### config.mk
export PLATFORM = sky130hd
export DESIGN_NAME = ata_pio_command_sequencer_flat
export DESIGN_NICKNAME = d
export VERILOG_FILES = /design/src/rtl/apcs_pkg.sv /design/src/rtl/apcs_if.sv /design/src/rtl/ata_pio_command_sequencer.sv /design/src/rtl/apcs_core.sv /design/src/rtl/apcs_burst.sv /design/src/flat_wrapper.sv
export SDC_FILE = /design/constraint.sdc
export NUM_CORES = 1
export LEC_CHECK = 0
export BUFFER_PORTS_ARGS = -buffer_cell sky130_fd_sc_hd__buf_4
export CORE_ASPECT_RATIO = 1.4
export CORE_MARGIN = 8
export CORE_UTILIZATION = 50
export CTS_CLUSTER_DIAMETER = 150
export DETAILED_ROUTE_END_ITERATION = 16
export PLACE_DENSITY = 0.68
export SYNTH_ARGS = -nofsm -noshare
export SYNTH_HDL_FRONTEND = slang
export SYNTH_HIERARCHICAL = 1
export SYNTH_SLANG_ARGS = --single-unit
### constraint.sdc
create_clock -name clk -period 16.1 [get_ports clk]
set_clock_uncertainty 0.15 [all_clocks]
set_input_delay 3.22 -clock clk [delete_from_list [all_inputs] [get_ports clk]]
set_output_delay 3.22 -clock clk [all_outputs]
set_load 0.01 [all_outputs]
### src/rtl/apcs_pkg.sv
// apcs_pkg: shared constants, codes and types of the ATA PIO command sequencer.
// No dependencies; every other file of the block but apcs_if imports it.
`default_nettype none

package apcs_pkg;

  // geometry and limits
  localparam int WORDS_PER_SECTOR = 256;
  localparam int MAX_ATTEMPTS     = 3;
  localparam int NUM_DRIVES       = 4;

  localparam int WIDX_W = (WORDS_PER_SECTOR > 1) ? $clog2(WORDS_PER_SECTOR) : 1;
  localparam logic [WIDX_W-1:0] LAST_WORD = WIDX_W'(WORDS_PER_SECTOR - 1);
  localparam logic [2:0] DRIVES_LIM  = 3'(NUM_DRIVES);
  localparam logic [1:0] ATTEMPT_LIM = 2'(MAX_ATTEMPTS);

  // results one item can cause: the six task file writes at most
  localparam int BURST_MAX = 6;
  localparam int CNT_W     = 3;

  // configuration port
  localparam int CFG_IDX_W  = 1;
  localparam int CFG_DATA_W = 16;
  localparam logic [CFG_IDX_W-1:0] CFG_PRESENT = 1'b0;
  localparam logic [CFG_IDX_W-1:0] CFG_POLL    = 1'b1;
  localparam logic [15:0] POLL_LIMIT_RST = 16'd50000;

  // input word kinds
  localparam logic [1:0] KIND_START  = 2'd0;
  localparam logic [1:0] KIND_STATUS = 2'd1;
  localparam logic [1:0] KIND_DATA   = 2'd2;

  // result word kinds
  localparam logic [2:0] OK_REG_WR  = 3'd0;
  localparam logic [2:0] OK_ERR_RD  = 3'd1;
  localparam logic [2:0] OK_TO_HOST = 3'd2;
  localparam logic [2:0] OK_TO_DEV  = 3'd3;
  localparam logic [2:0] OK_DONE    = 3'd4;

  // task file offsets
  localparam logic [2:0] REG_DATA    = 3'd0;
  localparam logic [2:0] REG_ERROR   = 3'd1;
  localparam logic [2:0] REG_COUNT   = 3'd2;
  localparam logic [2:0] REG_LBA_LO  = 3'd3;
  localparam logic [2:0] REG_LBA_MID = 3'd4;
  localparam logic [2:0] REG_LBA_HI  = 3'd5;
  localparam logic [2:0] REG_HEAD    = 3'd6;
  localparam logic [2:0] REG_CMD     = 3'd7;

  // completion codes
  localparam logic [2:0] RC_OK       = 3'd0;
  localparam logic [2:0] RC_BSY_TO   = 3'd1;
  localparam logic [2:0] RC_DRQ_TO   = 3'd2;
  localparam logic [2:0] RC_ERROR    = 3'd3;
  localparam logic [2:0] RC_FAULT    = 3'd4;
  localparam logic [2:0] RC_FLOATING = 3'd5;
  localparam logic [2:0] RC_REJECT   = 3'd6;

  // commands and status bits
  localparam logic [7:0] CMD_READ   = 8'h20;
  localparam logic [7:0] CMD_WRITE  = 8'h30;
  localparam logic [7:0] STAT_FLOAT = 8'hFF;
  localparam int ST_ERR = 0;
  localparam int ST_DRQ = 3;
  localparam int ST_DF  = 5;
  localparam int ST_BSY = 7;

  // device select with the lba mode bit set
  localparam logic [7:0] SEL_MASTER = 8'hE0;
  localparam logic [7:0] SEL_SLAVE  = 8'hF0;

  typedef struct packed {
    logic [1:0]  kind;
    logic        op_write;
    logic [1:0]  drive;
    logic [27:0] lba;
    logic [7:0]  sector_count;
    logic [7:0]  status_byte;
    logic [15:0] data_word;
  } item_t;

  typedef struct packed {
    logic [2:0]  out_kind;
    logic        channel;
    logic [2:0]  reg_offset;
    logic [15:0] value;
    logic [2:0]  result_code;
    logic        last;
  } result_t;

  // first result in items[0]
  typedef struct packed {
    logic [CNT_W-1:0]             n;
    result_t [BURST_MAX-1:0]      items;
  } burst_t;

  typedef struct packed {
    logic [3:0]  present_mask;
    logic [15:0] poll_limit;
  } cfg_t;

endpackage

`default_nettype wire

### src/rtl/apcs_if.sv
// apcs_in_if / apcs_out_if: valid/ready channels of the command sequencer.
// Field widths follow apcs_pkg without importing it; no dependencies.
`default_nettype none

interface apcs_in_if;
  logic        valid;
  logic        ready;
  logic [1:0]  kind;
  logic        op_write;
  logic [1:0]  drive;
  logic [27:0] lba;
  logic [7:0]  sector_count;
  logic [7:0]  status_byte;
  logic [15:0] data_word;

  modport source (output valid, kind, op_write, drive, lba, sector_count, status_byte,
                  data_word, input ready);
  modport sink (input valid, kind, op_write, drive, lba, sector_count, status_byte,
                data_word, output ready);
endinterface

interface apcs_out_if;
  logic        valid;
  logic        ready;
  logic [2:0]  out_kind;
  logic        channel;
  logic [2:0]  reg_offset;
  logic [15:0] value;
  logic [2:0]  result_code;
  logic        last;

  modport source (output valid, out_kind, channel, reg_offset, value, result_code, last,
                  input ready);
  modport sink (input valid, out_kind, channel, reg_offset, value, result_code, last,
                output ready);
endinterface

`default_nettype wire

### src/rtl/ata_pio_command_sequencer.sv
// ata_pio_command_sequencer: top level of the ATA PIO LBA28 host sequencer.
// Depends on apcs_pkg, apcs_if, apcs_core and apcs_burst.
//
//   port     direction  words
//   in_ch    sink       start commands, status samples, data words
//   out_ch   source     register writes, error reads, data words, done
//   cfg_*    write      present_mask (index 0), poll_limit (index 1)
//
// an input word is evaluated in the cycle it is taken; its results enter a
// result register the next cycle, leaving one per cycle while out_ch is ready
// a word with one result or none can be taken every cycle while out_ch is
// ready; a word causing the six task file writes holds in_ch.ready low until
// the last of those writes is being taken
// in_ch.ready stays high while the last pending result is being taken
// synchronous active-low reset clears the command state and the result count
`default_nettype none

module ata_pio_command_sequencer (
  input  logic                               clk,
  input  logic                               rst_n,
  apcs_in_if.sink                            in_ch,
  apcs_out_if.source                         out_ch,
  input  logic                               cfg_we,
  input  logic [apcs_pkg::CFG_IDX_W-1:0]     cfg_index,
  input  logic [apcs_pkg::CFG_DATA_W-1:0]    cfg_wdata
);
  import apcs_pkg::*;

  cfg_t   cfg_r;
  item_t  item;
  burst_t burst;
  logic   fire;
  logic   take_ok;

  always_ff @(posedge clk) begin
    if (!rst_n) begin
      cfg_r.present_mask <= 4'h0;
      cfg_r.poll_limit   <= POLL_LIMIT_RST;
    end else if (cfg_we) begin
      if (cfg_index == CFG_PRESENT) begin
        cfg_r.present_mask <= cfg_wdata[3:0];
      end else begin
        cfg_r.poll_limit <= cfg_wdata;
      end
    end
  end

  assign item.kind         = in_ch.kind;
  assign item.op_write     = in_ch.op_write;
  assign item.drive        = in_ch.drive;
  assign item.lba          = in_ch.lba;
  assign item.sector_count = in_ch.sector_count;
  assign item.status_byte  = in_ch.status_byte;
  assign item.data_word    = in_ch.data_word;

  assign in_ch.ready = take_ok;
  assign fire        = in_ch.valid && take_ok;

  apcs_core u_core (
    .clk   (clk),
    .rst_n (rst_n),
    .cfg   (cfg_r),
    .fire  (fire),
    .item  (item),
    .burst (burst)
  );

  apcs_burst u_burst (
    .clk     (clk),
    .rst_n   (rst_n),
    .fire    (fire),
    .burst   (burst),
    .take_ok (take_ok),
    .out_ch  (out_ch)
  );

endmodule

`default_nettype wire

### src/rtl/apcs_core.sv
// apcs_core: command state registers and the single-pass next-state logic that
// turns one accepted word into a burst of results. Depends on apcs_pkg.
`default_nettype none

module apcs_core (
  input  logic            clk,
  input  logic            rst_n,
  input  apcs_pkg::cfg_t  cfg,
  input  logic            fire,
  input  apcs_pkg::item_t item,
  output apcs_pkg::burst_t burst
);
  import apcs_pkg::*;

  localparam logic [3:0] PH_IDLE       = 4'd0;
  localparam logic [3:0] PH_RD_RECOVER = 4'd1;
  localparam logic [3:0] PH_RD_PRE     = 4'd2;
  localparam logic [3:0] PH_RD_DRQ     = 4'd3;
  localparam logic [3:0] PH_RD_DATA    = 4'd4;
  localparam logic [3:0] PH_RD_POST    = 4'd5;
  localparam logic [3:0] PH_WR_READY   = 4'd6;
  localparam logic [3:0] PH_WR_DRQ     = 4'd7;
  localparam logic [3:0] PH_WR_DATA    = 4'd8;
  localparam logic [3:0] PH_WR_FINAL   = 4'd9;

  logic [3:0]        phase_r, phase_nxt;
  logic [1:0]        drive_r, drive_nxt;
  logic [27:0]       lba_r, lba_nxt;
  logic [7:0]        left_r, left_nxt;
  logic [WIDX_W-1:0] widx_r, widx_nxt;
  logic [15:0]       pc_r, pc_nxt;
  logic [1:0]        attempt_r, attempt_nxt;

  // poll evaluation of the status byte
  logic [15:0] limit;
  logic [16:0] pc_inc;
  logic        want_drq, cond, poll_done;
  logic [2:0]  poll_code;
  logic [7:0]  sel;
  logic [1:0]  att_inc;
  logic [7:0]  left_dec;

  function automatic result_t mk_res(logic [2:0] k, logic ch, logic [2:0] r,
                                     logic [15:0] v, logic [2:0] c);
    result_t res;
    res.out_kind    = k;
    res.channel     = ch;
    res.reg_offset  = r;
    res.value       = v;
    res.result_code = c;
    res.last        = 1'b0;
    return res;
  endfunction

  function automatic burst_t single(result_t res);
    burst_t b;
    b          = '0;
    b.n        = CNT_W'(1);
    b.items[0] = res;
    b.items[0].last = 1'b1;
    return b;
  endfunction

  function automatic burst_t taskfile(logic ch, logic [7:0] cnt, logic [27:0] a,
                                      logic [7:0] s, logic [7:0] cmd);
    burst_t b;
    b          = '0;
    b.n        = CNT_W'(BURST_MAX);
    b.items[0] = mk_res(OK_REG_WR, ch, REG_COUNT, {8'h00, cnt}, RC_OK);
    b.items[1] = mk_res(OK_REG_WR, ch, REG_LBA_LO, {8'h00, a[7:0]}, RC_OK);
    b.items[2] = mk_res(OK_REG_WR, ch, REG_LBA_MID, {8'h00, a[15:8]}, RC_OK);
    b.items[3] = mk_res(OK_REG_WR, ch, REG_LBA_HI, {8'h00, a[23:16]}, RC_OK);
    b.items[4] = mk_res(OK_REG_WR, ch, REG_HEAD, {8'h00, s | {4'h0, a[27:24]}}, RC_OK);
    b.items[5] = mk_res(OK_REG_WR, ch, REG_CMD, {8'h00, cmd}, RC_OK);
    b.items[5].last = 1'b1;
    return b;
  endfunction

  always_comb begin
    limit    = (cfg.poll_limit == 16'd0) ? 16'd1 : cfg.poll_limit;
    pc_inc   = {1'b0, pc_r} + 17'd1;
    want_drq = (phase_r == PH_RD_DRQ) || (phase_r == PH_WR_DRQ);
    cond     = want_drq ? item.status_byte[ST_DRQ] : !item.status_byte[ST_BSY];
    poll_done = 1'b1;
    poll_code = RC_OK;
    if (item.status_byte == STAT_FLOAT) begin
      poll_code = RC_FLOATING;
    end else if (item.status_byte[ST_ERR]) begin
      poll_code = RC_ERROR;
    end else if (item.status_byte[ST_DF]) begin
      poll_code = RC_FAULT;
    end else if (cond) begin
      poll_code = RC_OK;
    end else if (pc_inc >= {1'b0, limit}) begin
      poll_code = want_drq ? RC_DRQ_TO : RC_BSY_TO;
    end else begin
      poll_done = 1'b0;
    end
  end

  assign sel      = drive_r[0] ? SEL_SLAVE : SEL_MASTER;
  assign att_inc  = attempt_r + 2'd1;
  assign left_dec = left_r - 8'd1;

  always_comb begin
    phase_nxt   = phase_r;
    drive_nxt   = drive_r;
    lba_nxt     = lba_r;
    left_nxt    = left_r;
    widx_nxt    = widx_r;
    pc_nxt      = pc_r;
    attempt_nxt = attempt_r;
    burst       = '0;
    if (fire) begin
      case (item.kind)
        KIND_START: begin
          if (phase_r != PH_IDLE) begin
            burst = single(mk_res(OK_DONE, item.drive[1], REG_DATA, 16'h0000, RC_REJECT));
          end else if (({1'b0, item.drive} >= DRIVES_LIM) || !cfg.present_mask[item.drive] ||
                       (item.sector_count == 8'd0)) begin
            drive_nxt = item.drive;
            burst = single(mk_res(OK_DONE, item.drive[1], REG_DATA, 16'h0000, RC_REJECT));
          end else begin
            drive_nxt   = item.drive;
            lba_nxt     = item.lba;
            left_nxt    = item.sector_count;
            widx_nxt    = '0;
            attempt_nxt = 2'd0;
            pc_nxt      = 16'd0;
            phase_nxt   = item.op_write ? PH_WR_READY : PH_RD_PRE;
            burst = single(mk_res(OK_REG_WR, item.drive[1], REG_HEAD,
                                  {8'h00, item.drive[0] ? SEL_SLAVE : SEL_MASTER}, RC_OK));
          end
        end
        KIND_STATUS: begin
          if (phase_r == PH_RD_RECOVER || phase_r == PH_RD_PRE || phase_r == PH_RD_DRQ ||
              phase_r == PH_RD_POST || phase_r == PH_WR_READY || phase_r == PH_WR_DRQ ||
              phase_r == PH_WR_FINAL) begin
            if (!poll_done) begin
              pc_nxt = pc_inc[15:0];
            end else if (phase_r == PH_RD_RECOVER) begin
              // recovery wait ends on any outcome
              phase_nxt = PH_RD_PRE;
              pc_nxt    = 16'd0;
              burst = single(mk_res(OK_REG_WR, drive_r[1], REG_HEAD, {8'h00, sel}, RC_OK));
            end else if (poll_code == RC_OK) begin
              case (phase_r)
                PH_RD_PRE: begin
                  burst     = taskfile(drive_r[1], 8'd1, lba_r, sel, CMD_READ);
                  phase_nxt = PH_RD_DRQ;
                  pc_nxt    = 16'd0;
                end
                PH_RD_DRQ: begin
                  phase_nxt = PH_RD_DATA;
                  widx_nxt  = '0;
                end
                PH_RD_POST: begin
                  left_nxt = left_dec;
                  if (left_dec == 8'd0) begin
                    phase_nxt = PH_IDLE;
                    burst = single(mk_res(OK_DONE, drive_r[1], REG_DATA, 16'h0000, RC_OK));
                  end else begin
                    lba_nxt     = lba_r + 28'd1;
                    attempt_nxt = 2'd0;
                    phase_nxt   = PH_RD_PRE;
                    pc_nxt      = 16'd0;
                    burst = single(mk_res(OK_REG_WR, drive_r[1], REG_HEAD, {8'h00, sel},
                                          RC_OK));
                  end
                end
                PH_WR_READY: begin
                  burst     = taskfile(drive_r[1], left_r, lba_r, sel, CMD_WRITE);
                  phase_nxt = PH_WR_DRQ;
                  pc_nxt    = 16'd0;
                end
                PH_WR_DRQ: begin
                  phase_nxt = PH_WR_DATA;
                  widx_nxt  = '0;
                end
                default: begin
                  // final write poll
                  phase_nxt = PH_IDLE;
                  burst = single(mk_res(OK_DONE, drive_r[1], REG_DATA, 16'h0000, RC_OK));
                end
              endcase
            end else if (phase_r == PH_RD_PRE || phase_r == PH_RD_DRQ ||
                         phase_r == PH_RD_POST) begin
              // read failure: retry after an error read, or give up
              attempt_nxt = att_inc;
              if (att_inc < ATTEMPT_LIM) begin
                phase_nxt = PH_RD_RECOVER;
                pc_nxt    = 16'd0;
                burst = single(mk_res(OK_ERR_RD, drive_r[1], REG_ERROR, 16'h0000, RC_OK));
              end else begin
                phase_nxt = PH_IDLE;
                burst = single(mk_res(OK_DONE, drive_r[1], REG_DATA, 16'h0000, poll_code));
              end
            end else begin
              phase_nxt = PH_IDLE;
              burst = single(mk_res(OK_DONE, drive_r[1], REG_DATA, 16'h0000, poll_code));
            end
          end
        end
        KIND_DATA: begin
          if (phase_r == PH_RD_DATA || phase_r == PH_WR_DATA) begin
            burst = single(mk_res((phase_r == PH_RD_DATA) ? OK_TO_HOST : OK_TO_DEV,
                                  drive_r[1], REG_DATA, item.data_word, RC_OK));
            widx_nxt = widx_r + WIDX_W'(1);
            if (widx_r == LAST_WORD) begin
              widx_nxt = '0;
              pc_nxt   = 16'd0;
              if (phase_r == PH_RD_DATA) begin
                phase_nxt = PH_RD_POST;
              end else begin
                left_nxt  = left_dec;
                phase_nxt = (left_dec != 8'd0) ? PH_WR_DRQ : PH_WR_FINAL;
              end
            end
          end
        end
        default: begin
        end
      endcase
    end
  end

  always_ff @(posedge clk) begin
    if (!rst_n) begin
      phase_r   <= PH_IDLE;
      drive_r   <= 2'd0;
      lba_r     <= 28'd0;
      left_r    <= 8'd0;
      widx_r    <= '0;
      pc_r      <= 16'd0;
      attempt_r <= 2'd0;
    end else begin
      phase_r   <= phase_nxt;
      drive_r   <= drive_nxt;
      lba_r     <= lba_nxt;
      left_r    <= left_nxt;
      widx_r    <= widx_nxt;
      pc_r      <= pc_nxt;
      attempt_r <= attempt_nxt;
    end
  end

endmodule

`default_nettype wire

### src/rtl/apcs_burst.sv
// apcs_burst: result register that holds one item's burst of results and
// drains it one word per cycle while out_ch.ready is high. Depends on apcs_pkg and apcs_out_if.
`default_nettype none

module apcs_burst (
  input  logic             clk,
  input  logic             rst_n,
  input  logic             fire,
  input  apcs_pkg::burst_t burst,
  output logic             take_ok,
  apcs_out_if.source       out_ch
);
  import apcs_pkg::*;

  result_t [BURST_MAX-1:0] q_r, q_nxt;
  logic [CNT_W-1:0]        cnt_r, cnt_nxt;
  logic                    pop, load;

  assign pop  = out_ch.valid && out_ch.ready;
  assign load = fire && (burst.n != '0);

  // free, or its final word leaves this cycle
  assign take_ok = (cnt_r == '0) || ((cnt_r == CNT_W'(1)) && out_ch.ready);

  always_comb begin
    q_nxt   = q_r;
    cnt_nxt = cnt_r;
    if (load) begin
      q_nxt   = burst.items;
      cnt_nxt = burst.n;
    end else if (pop) begin
      q_nxt   = {q_r[BURST_MAX-1], q_r[BURST_MAX-1:1]};
      cnt_nxt = cnt_r - CNT_W'(1);
    end
  end

  always_ff @(posedge clk) begin
    if (!rst_n) begin
      cnt_r <= '0;
    end else begin
      cnt_r <= cnt_nxt;
    end
  end

  always_ff @(posedge clk) begin
    q_r <= q_nxt;
  end

  assign out_ch.valid       = (cnt_r != '0);
  assign out_ch.out_kind    = q_r[0].out_kind;
  assign out_ch.channel     = q_r[0].channel;
  assign out_ch.reg_offset  = q_r[0].reg_offset;
  assign out_ch.value       = q_r[0].value;
  assign out_ch.result_code = q_r[0].result_code;
  assign out_ch.last        = q_r[0].last;

endmodule

`default_nettype wire
### src/flat_wrapper.sv
// flat-port wrapper written by rule: the top's interface ports become plain ports
module ata_pio_command_sequencer_flat import apcs_pkg::*;
  (clk, rst_n, cfg_we, cfg_index, cfg_wdata, in_ch_valid, in_ch_kind, in_ch_op_write, in_ch_drive, in_ch_lba, in_ch_sector_count, in_ch_status_byte, in_ch_data_word, in_ch_ready, out_ch_valid, out_ch_out_kind, out_ch_channel, out_ch_reg_offset, out_ch_value, out_ch_result_code, out_ch_last, out_ch_ready);
  apcs_in_if in_ch_i ();
  apcs_out_if out_ch_i ();
  input  logic clk;
  input  logic rst_n;
  input  logic cfg_we;
  input  logic [apcs_pkg::CFG_IDX_W-1:0] cfg_index;
  input  logic [apcs_pkg::CFG_DATA_W-1:0] cfg_wdata;
  input wire logic [$bits(in_ch_i.valid)-1:0] in_ch_valid;
  input wire logic [$bits(in_ch_i.kind)-1:0] in_ch_kind;
  input wire logic [$bits(in_ch_i.op_write)-1:0] in_ch_op_write;
  input wire logic [$bits(in_ch_i.drive)-1:0] in_ch_drive;
  input wire logic [$bits(in_ch_i.lba)-1:0] in_ch_lba;
  input wire logic [$bits(in_ch_i.sector_count)-1:0] in_ch_sector_count;
  input wire logic [$bits(in_ch_i.status_byte)-1:0] in_ch_status_byte;
  input wire logic [$bits(in_ch_i.data_word)-1:0] in_ch_data_word;
  output wire logic [$bits(in_ch_i.ready)-1:0] in_ch_ready;
  output wire logic [$bits(out_ch_i.valid)-1:0] out_ch_valid;
  output wire logic [$bits(out_ch_i.out_kind)-1:0] out_ch_out_kind;
  output wire logic [$bits(out_ch_i.channel)-1:0] out_ch_channel;
  output wire logic [$bits(out_ch_i.reg_offset)-1:0] out_ch_reg_offset;
  output wire logic [$bits(out_ch_i.value)-1:0] out_ch_value;
  output wire logic [$bits(out_ch_i.result_code)-1:0] out_ch_result_code;
  output wire logic [$bits(out_ch_i.last)-1:0] out_ch_last;
  input wire logic [$bits(out_ch_i.ready)-1:0] out_ch_ready;
  assign in_ch_i.valid = in_ch_valid;
  assign in_ch_i.kind = in_ch_kind;
  assign in_ch_i.op_write = in_ch_op_write;
  assign in_ch_i.drive = in_ch_drive;
  assign in_ch_i.lba = in_ch_lba;
  assign in_ch_i.sector_count = in_ch_sector_count;
  assign in_ch_i.status_byte = in_ch_status_byte;
  assign in_ch_i.data_word = in_ch_data_word;
  assign in_ch_ready = in_ch_i.ready;
  assign out_ch_valid = out_ch_i.valid;
  assign out_ch_out_kind = out_ch_i.out_kind;
  assign out_ch_channel = out_ch_i.channel;
  assign out_ch_reg_offset = out_ch_i.reg_offset;
  assign out_ch_value = out_ch_i.value;
  assign out_ch_result_code = out_ch_i.result_code;
  assign out_ch_last = out_ch_i.last;
  assign out_ch_i.ready = out_ch_ready;
  ata_pio_command_sequencer u_core (.clk(clk), .rst_n(rst_n), .in_ch(in_ch_i), .out_ch(out_ch_i), .cfg_we(cfg_we), .cfg_index(cfg_index), .cfg_wdata(cfg_wdata));
endmodule
[Word-level counts from Yosys, hierarchy flattened]
Cells that the tools add are included.
W data, S select, Z words.
Operators by class
  add/subtract/negate cells: 6
  $lt $le $gt $ge: 3
  equality and inequality tests: 33
  multiplexer cells: 104
  bitwise gates (word level): 3
  reduce and logical (&&, ||, !) cells: 42
Operators by type and width (number)
  $mux W165: 6
  $pmux W165 S4: 1
  $pmux W165 S3: 1
  $mux W28: 8
  $mux W16: 12
  $mux W163: 1
  $mux W162: 1
  $mux W8: 19
  $mux W135: 1
  $mux W27: 4
  $pmux W28 S2: 1
  $pmux W16 S3: 1
  $pmux W8 S3: 2
  $mux W4: 11
  $pmux W16 S2: 1
  $reduce_and A10 Y1: 3
  $add A28 B1 Y28 const B: 1
  $mux W2: 13
  $ne A2 B2 Y1 const B: 12
  $pmux W4 S5: 1
  $mux W3: 6
  $add A16 B1 Y17 const B: 1
  $ge A17 B16 Y1: 1
  $eq A4 B3 Y1 const B: 4
  other kinds (40): 79
Storage, ports and cells
  bits in registers: 253
  input bits: 87
  output and inout port bits: 29

[Depth between registers and ports, before layout]
  depth after elaboration: 19
  mapped depth: 23
  mapped depth without buffers: 19

[By module]
The synthesis kept the hierarchy.
Modules (own cells, without submodules)
  apcs_burst: times used 1, cells each 682, area an instance 7161.9 um^2, sequential area each 4924.7 um^2
  apcs_core: times used 1, cells each 875, area an instance 6561.3 um^2, sequential area each 1361.3 um^2
  ata_pio_command_sequencer: times used 1, cells each 87, area an instance 834.6 um^2, sequential area each 400.4 um^2

[Least setup slack after synthesis]
OpenSTA, ideal clock, no wires.
  path kind: input to register
  start: input port out_ch_ready
  end: register u_core.u_burst.cnt_r[1]
  data arrival time: 10494 ps
  required time: 15862 ps
  slack: 5367 ps
  stages: 11
  path through: a21oi_1 > nor2_1 > and2_1 > nand2b_1 > nor4b_1 > clkbuf_1 > buf_4 > o31ai_4 > buf_4 > o21ai_1 > o221a_1
RTL lines
  start, declared: line flat_wrapper.sv:27  | input wire logic [$bits(out_ch_i.ready)-1:0] out_ch_ready;
  end signal, assigned: line apcs_burst.sv:41  | cnt_r <= cnt_nxt;
  end, declared: line apcs_burst.sv:16  | logic [CNT_W-1:0] cnt_r, cnt_nxt;

[Worst setup path in the final report]
  start: input port in_ch_status_byte[3]
  end: register u_core/u_burst/q_r[122] in the netlist's numbering (enable)
Between the ends
  cells in the longest elaborated chain, start to end: 15
  elaborated cells on any way between the ends: 20
  classes of those cells: 1 x eq/ne; 15 x mux; 4 x reduce/logical
RTL lines
  start, declared: line flat_wrapper.sv:17  | input wire logic [$bits(in_ch_i.status_byte)-1:0] in_ch_status_byte;
  $mux W1: line apcs_core.sv:83  | cond = want_drq ? item.status_byte[ST_DRQ] : !item.status_byte[ST_BSY];
  $mux W2: line apcs_core.sv:92  | end else if (cond) begin
  $mux W3: line apcs_core.sv:90  | end else if (item.status_byte[ST_DF]) begin
  $mux W3: line apcs_core.sv:88  | end else if (item.status_byte[ST_ERR]) begin
  $mux W3: line apcs_core.sv:86  | if (item.status_byte == STAT_FLOAT) begin
  $logic_not A3 Y1: line apcs_core.sv:146  | end else if (poll_code == RC_OK) begin
  $mux W165: line apcs_core.sv:146
  $mux W165: line apcs_core.sv:141  | end else if (phase_r == PH_RD_RECOVER) begin
  $mux W165 (*): line apcs_core.sv:139  | if (!poll_done) begin
  $mux W165 (*): line apcs_core.sv:136  | if (phase_r == PH_RD_RECOVER || phase_r == PH_RD_PRE || phase_r == PH_RD_DRQ ||
  $pmux W165 S3 (*): line apcs_core.sv:115  | case (item.kind)
  $mux W165 (*): line apcs_core.sv:114  | if (fire) begin
  $reduce_bool A3 Y1 (*): line apcs_burst.sv:20  | assign load = fire && (burst.n != '0);
  $logic_and A1 B1 Y1 (*): line apcs_burst.sv:20
  $reduce_bool A2 Y1 (no line) (*)
  end signal, assigned: line apcs_burst.sv:46  | q_r <= q_nxt;
  end, declared: line apcs_burst.sv:15  | result_t [BURST_MAX-1:0] q_r, q_nxt;
Every way passes the cells marked *; elsewhere a longest branch is shown, timed or not.
A chain may end at the register's enable or synchronous reset.

==> summary.txt <==
Synthesis
  • Ys async rst share: 0%
  • Number of synthesized register bits: roughly 250
  • Post-synth top area share: 33.4%
  • Post-synth EDFFs: 162
  • Mapped Area: 14600 µm²
  • Dominant cell type by area after synthesis: edfxtp_1
  • Mean area per synthesized cell: approximately 8.9 µm²
  • Top post-synthesis cells by count: 483 x nand2_1, 162 x edfxtp_1, 133 x buf_4, 91 x dfxtp_1, 72 x nor2_1
  • Cells after synthesis: 1644
  • Synth top area cells: edfxtp_1 33%, dfxtp_1 13%, nand2_1 12%
  • Most used DFF post-synth: edfxtp_1
  • Most frequent cell after synthesis: nand2_1
  • Unique masters post-synth: 95
  • YS warnings: 6
  • Sequential area share after synthesis: between 40% and 50%

Power and ir drop
  • Leakage: between 6 and 7 nW
  • Cell Pwr Density: 127 nW/µm²
  • Peak VDD IR: 0.000105 V

Cells and area
  • N_diodes: 0
  • Area growth syn-to-layout: 7.89%
  • NumNets Final: 1780
  • Fraction of layout cells with a size suffix above 1: about an eighth
  • Storage cell area: ~6700 µm²
  • Final core utilization: 54.4%
  • Multi-input combinational cell area: 6630 µm²
  • Non-Filler Cell Area, Final: 15700 µm²
  • Number of fill cells: 2648

Clock tree
  • CTS resizes: 0
  • Htree depth: 1
  • Clock buffer depth: 3
  • CTS Buf Count: 25
  • Post-CTS Setup Repair Bufs: 0
  • TritonCTS clock tree: done
  • CTS Root Buffer Type: clkbuf_16
  • Clock Latency Late Sink: 530 ps
  • Num Clock Sinks: 253
  • Hold_buf cts: 0
  • Clock transition at path regs: 60 ps

Worst setup path
  • CP Capture Type: register
  • Top cell by count, worst path: buf_4
  • Crit path kind: in -> reg
  • Critical path peak fanout: 75
  • Critical Path AT: between 7000 and 8000 ps
  • Reg2reg path depth: 20
  • Family with the most delay on the worst path: buffers and inverters
  • Max stage delay on crit path: 840 ps
  • CP max-delay cell: buf_4
  • WP data required: 16110 ps
  • Bufs and invs on worst path: 5
  • Crit path depth: 13
  • Crit path launch type: input pin
  • Critical-path cell list: buf_4, and4bb_1, a21oi_1, nand2_1, o21a_1, o21ai_0, a21oi_1, o31ai_4, buf_4, buf_4, o21ai_4, buf_4, buf_4

Timing
  • Final setup violation count: 0
  • Slew Limit Fails: 0
  • Slew headroom: roughly a tenth
  • Post-route setup TNS: 0 ps
  • Worst hold margin: 309 ps
  • Final hold viol count: 0
  • Final cycle utilization of the critical path: 48.0%
  • Peak Freq: roughly 130 MHz
  • Worst Tran Pin Value: 1360 ps
  • Final min period: 7720 ps
  • RSZ-0062 raised after global routing: false

Global routing
  • Initial antenna violation count: 0
  • First-pass GRT wire length: 53800 µm
  • Vias in the first global route: 10900
  • Grt ovf: 0
  • All-layer global routing usage: 18.6%
  • Largest net degree at the start of global routing: approximately 110

Floorplanning
  • # rows: 74
  • Die ar.: ~35000 µm²
  • I/O Pins: 116
  • Die X: 160 µm
  • Core ar.: between 20000 and 30000 µm²
  • Initial Util: around half
  • Die Ht: 218 µm

Worst hold path
  • Worst Hold Depth: 2
  • Hold Crit Class: reg -> reg

Placed design
  • PortBufs: around 120
  • Post-DP HPWL: about 23000 µm
  • Placed cell area: 14900 µm²
  • Routability cong.: 0.886

Route
  • Antenna-violating nets left: 0
  • WL final: 33400 µm
  • Wire per inst: 16.2 µm
  • Vias/cell: 5.37
  • Drc violations: 0
  • Vias: 11100
  • Pre-Repair DR Iteration Count: 5
  • Iter 0 DRT Violations: 889

Run
  • Max-cap violations: 0

Status
  • Status: finished, final reports clean
-- flip-flops by register name (all words and copies together) (netlist names), 4 cells and up --
signal,cells
u_core/cfg_r,20
u_core/u_burst/out_ch.value,16
u_core/u_core/left_r,8
u_core/u_burst/q_r,135
u_core/u_core/pc_r,16
u_core/u_core/phase_r,4
u_core/u_core/widx_r,8
u_core/u_core/lba_r,28
-- cell type report --
cell class                      instances  area share, %
Clock buffer                           30           4.10
Clock inverter                         14           1.01
Inverter                               44           1.07
Multi-Input combinational cell       1214           42.2
Sequential cell                       253           42.6
Tap cell                              380           3.03
Timing Repair Buffer                  126           6.02
-- cell usage in the layout (no fill, tap or decap), types with 9 or more instances in the layout --
cell	count
xor2_1	10
a21oi_1	57
ha_1	29
a31oi_1	14
o21ai_0	36
nor2_1	72
nand4_1	24
nor2b_1	11
and3_1	22
a41oi_1	9
nand2b_1	19
xnor2_1	13
nor4_1	12
clkbuf_16	25
mux2i_1	17
inv_1	41
and2_1	65
dfxtp_1	91
nor3_1	24
nand3_1	58
nand2_1	483
conb_1	85
buf_4	126
edfxtp_1	162
-- routing by layer --
| layer | vias up | GRT usage (%) | wire, µm |
|---|---|---|---|
| li1 | 5514 | - | - |
| met1 | 5168 | 20.8 | 13200 |
| met4 | 0 | 9.93 | 1670 |
| met5 | - | 0 | 0 |
| met3 | 94 | 2.63 | 1690 |
| met2 | 292 | 33.7 | 16800 |
-- tightest hold or removal path: stages, from the launching register on --
cell     delay (ps)
dfxtp_1         300
nand2_1          50
mux2i_1          60
-- path summary, 6_finish.rpt --
path	startpoint	to	slack (ps)
worst max-delay path	in_ch_status_byte[3]	u_core/u_burst/q_r[122]	8380
worst min-delay path	u_core/cfg_r[18]	u_core/cfg_r[18]	310
worst max register to register	u_core/u_core/pc_r[0]	u_core/u_burst/q_r[122]	8740
worst min register to register	u_core/cfg_r[18]	u_core/cfg_r[18]	310
-- logic make-up (layout without fill, tap and decap cells) --
family	count (synthesis)	in the layout	share of synthesized area [%]
xor gates and xnor gates	23	23	1.38
and+or+nand+nor	834	834	26.4
DFF	253	253	45.9
AOI/OAI and AO/OA	223	223	11.4
buffers and inverters	261	214	10.8
other	1	85	0.0258
muxes	20	20	1.48
adders and majority gates	29	29	2.49
-- where the power goes --
group	total (mW)	leakage, nW	internal [mW]	switching (mW)
sequential	0.972	2.26	0.912	0.0596
clock	0.580	0.394	0.334	0.245
combinational	0.435	3.84	0.150	0.285
total	1.99	6.50	1.40	0.590
-- per-stage QoR --
step	worst slack [ps]	total power, mW	std cells
2_1_floorplan	5370	1.34	1728
3_3_place_gp	7950	1.41	2017
3_5_place_dp	7820	1.42	2017
4_1_cts	8410	2.00	2061
5_1_grt	8010	2.09	2061
6_report	8380	1.99	2061
No activity file was read; power rests on OpenSTA's default activity.
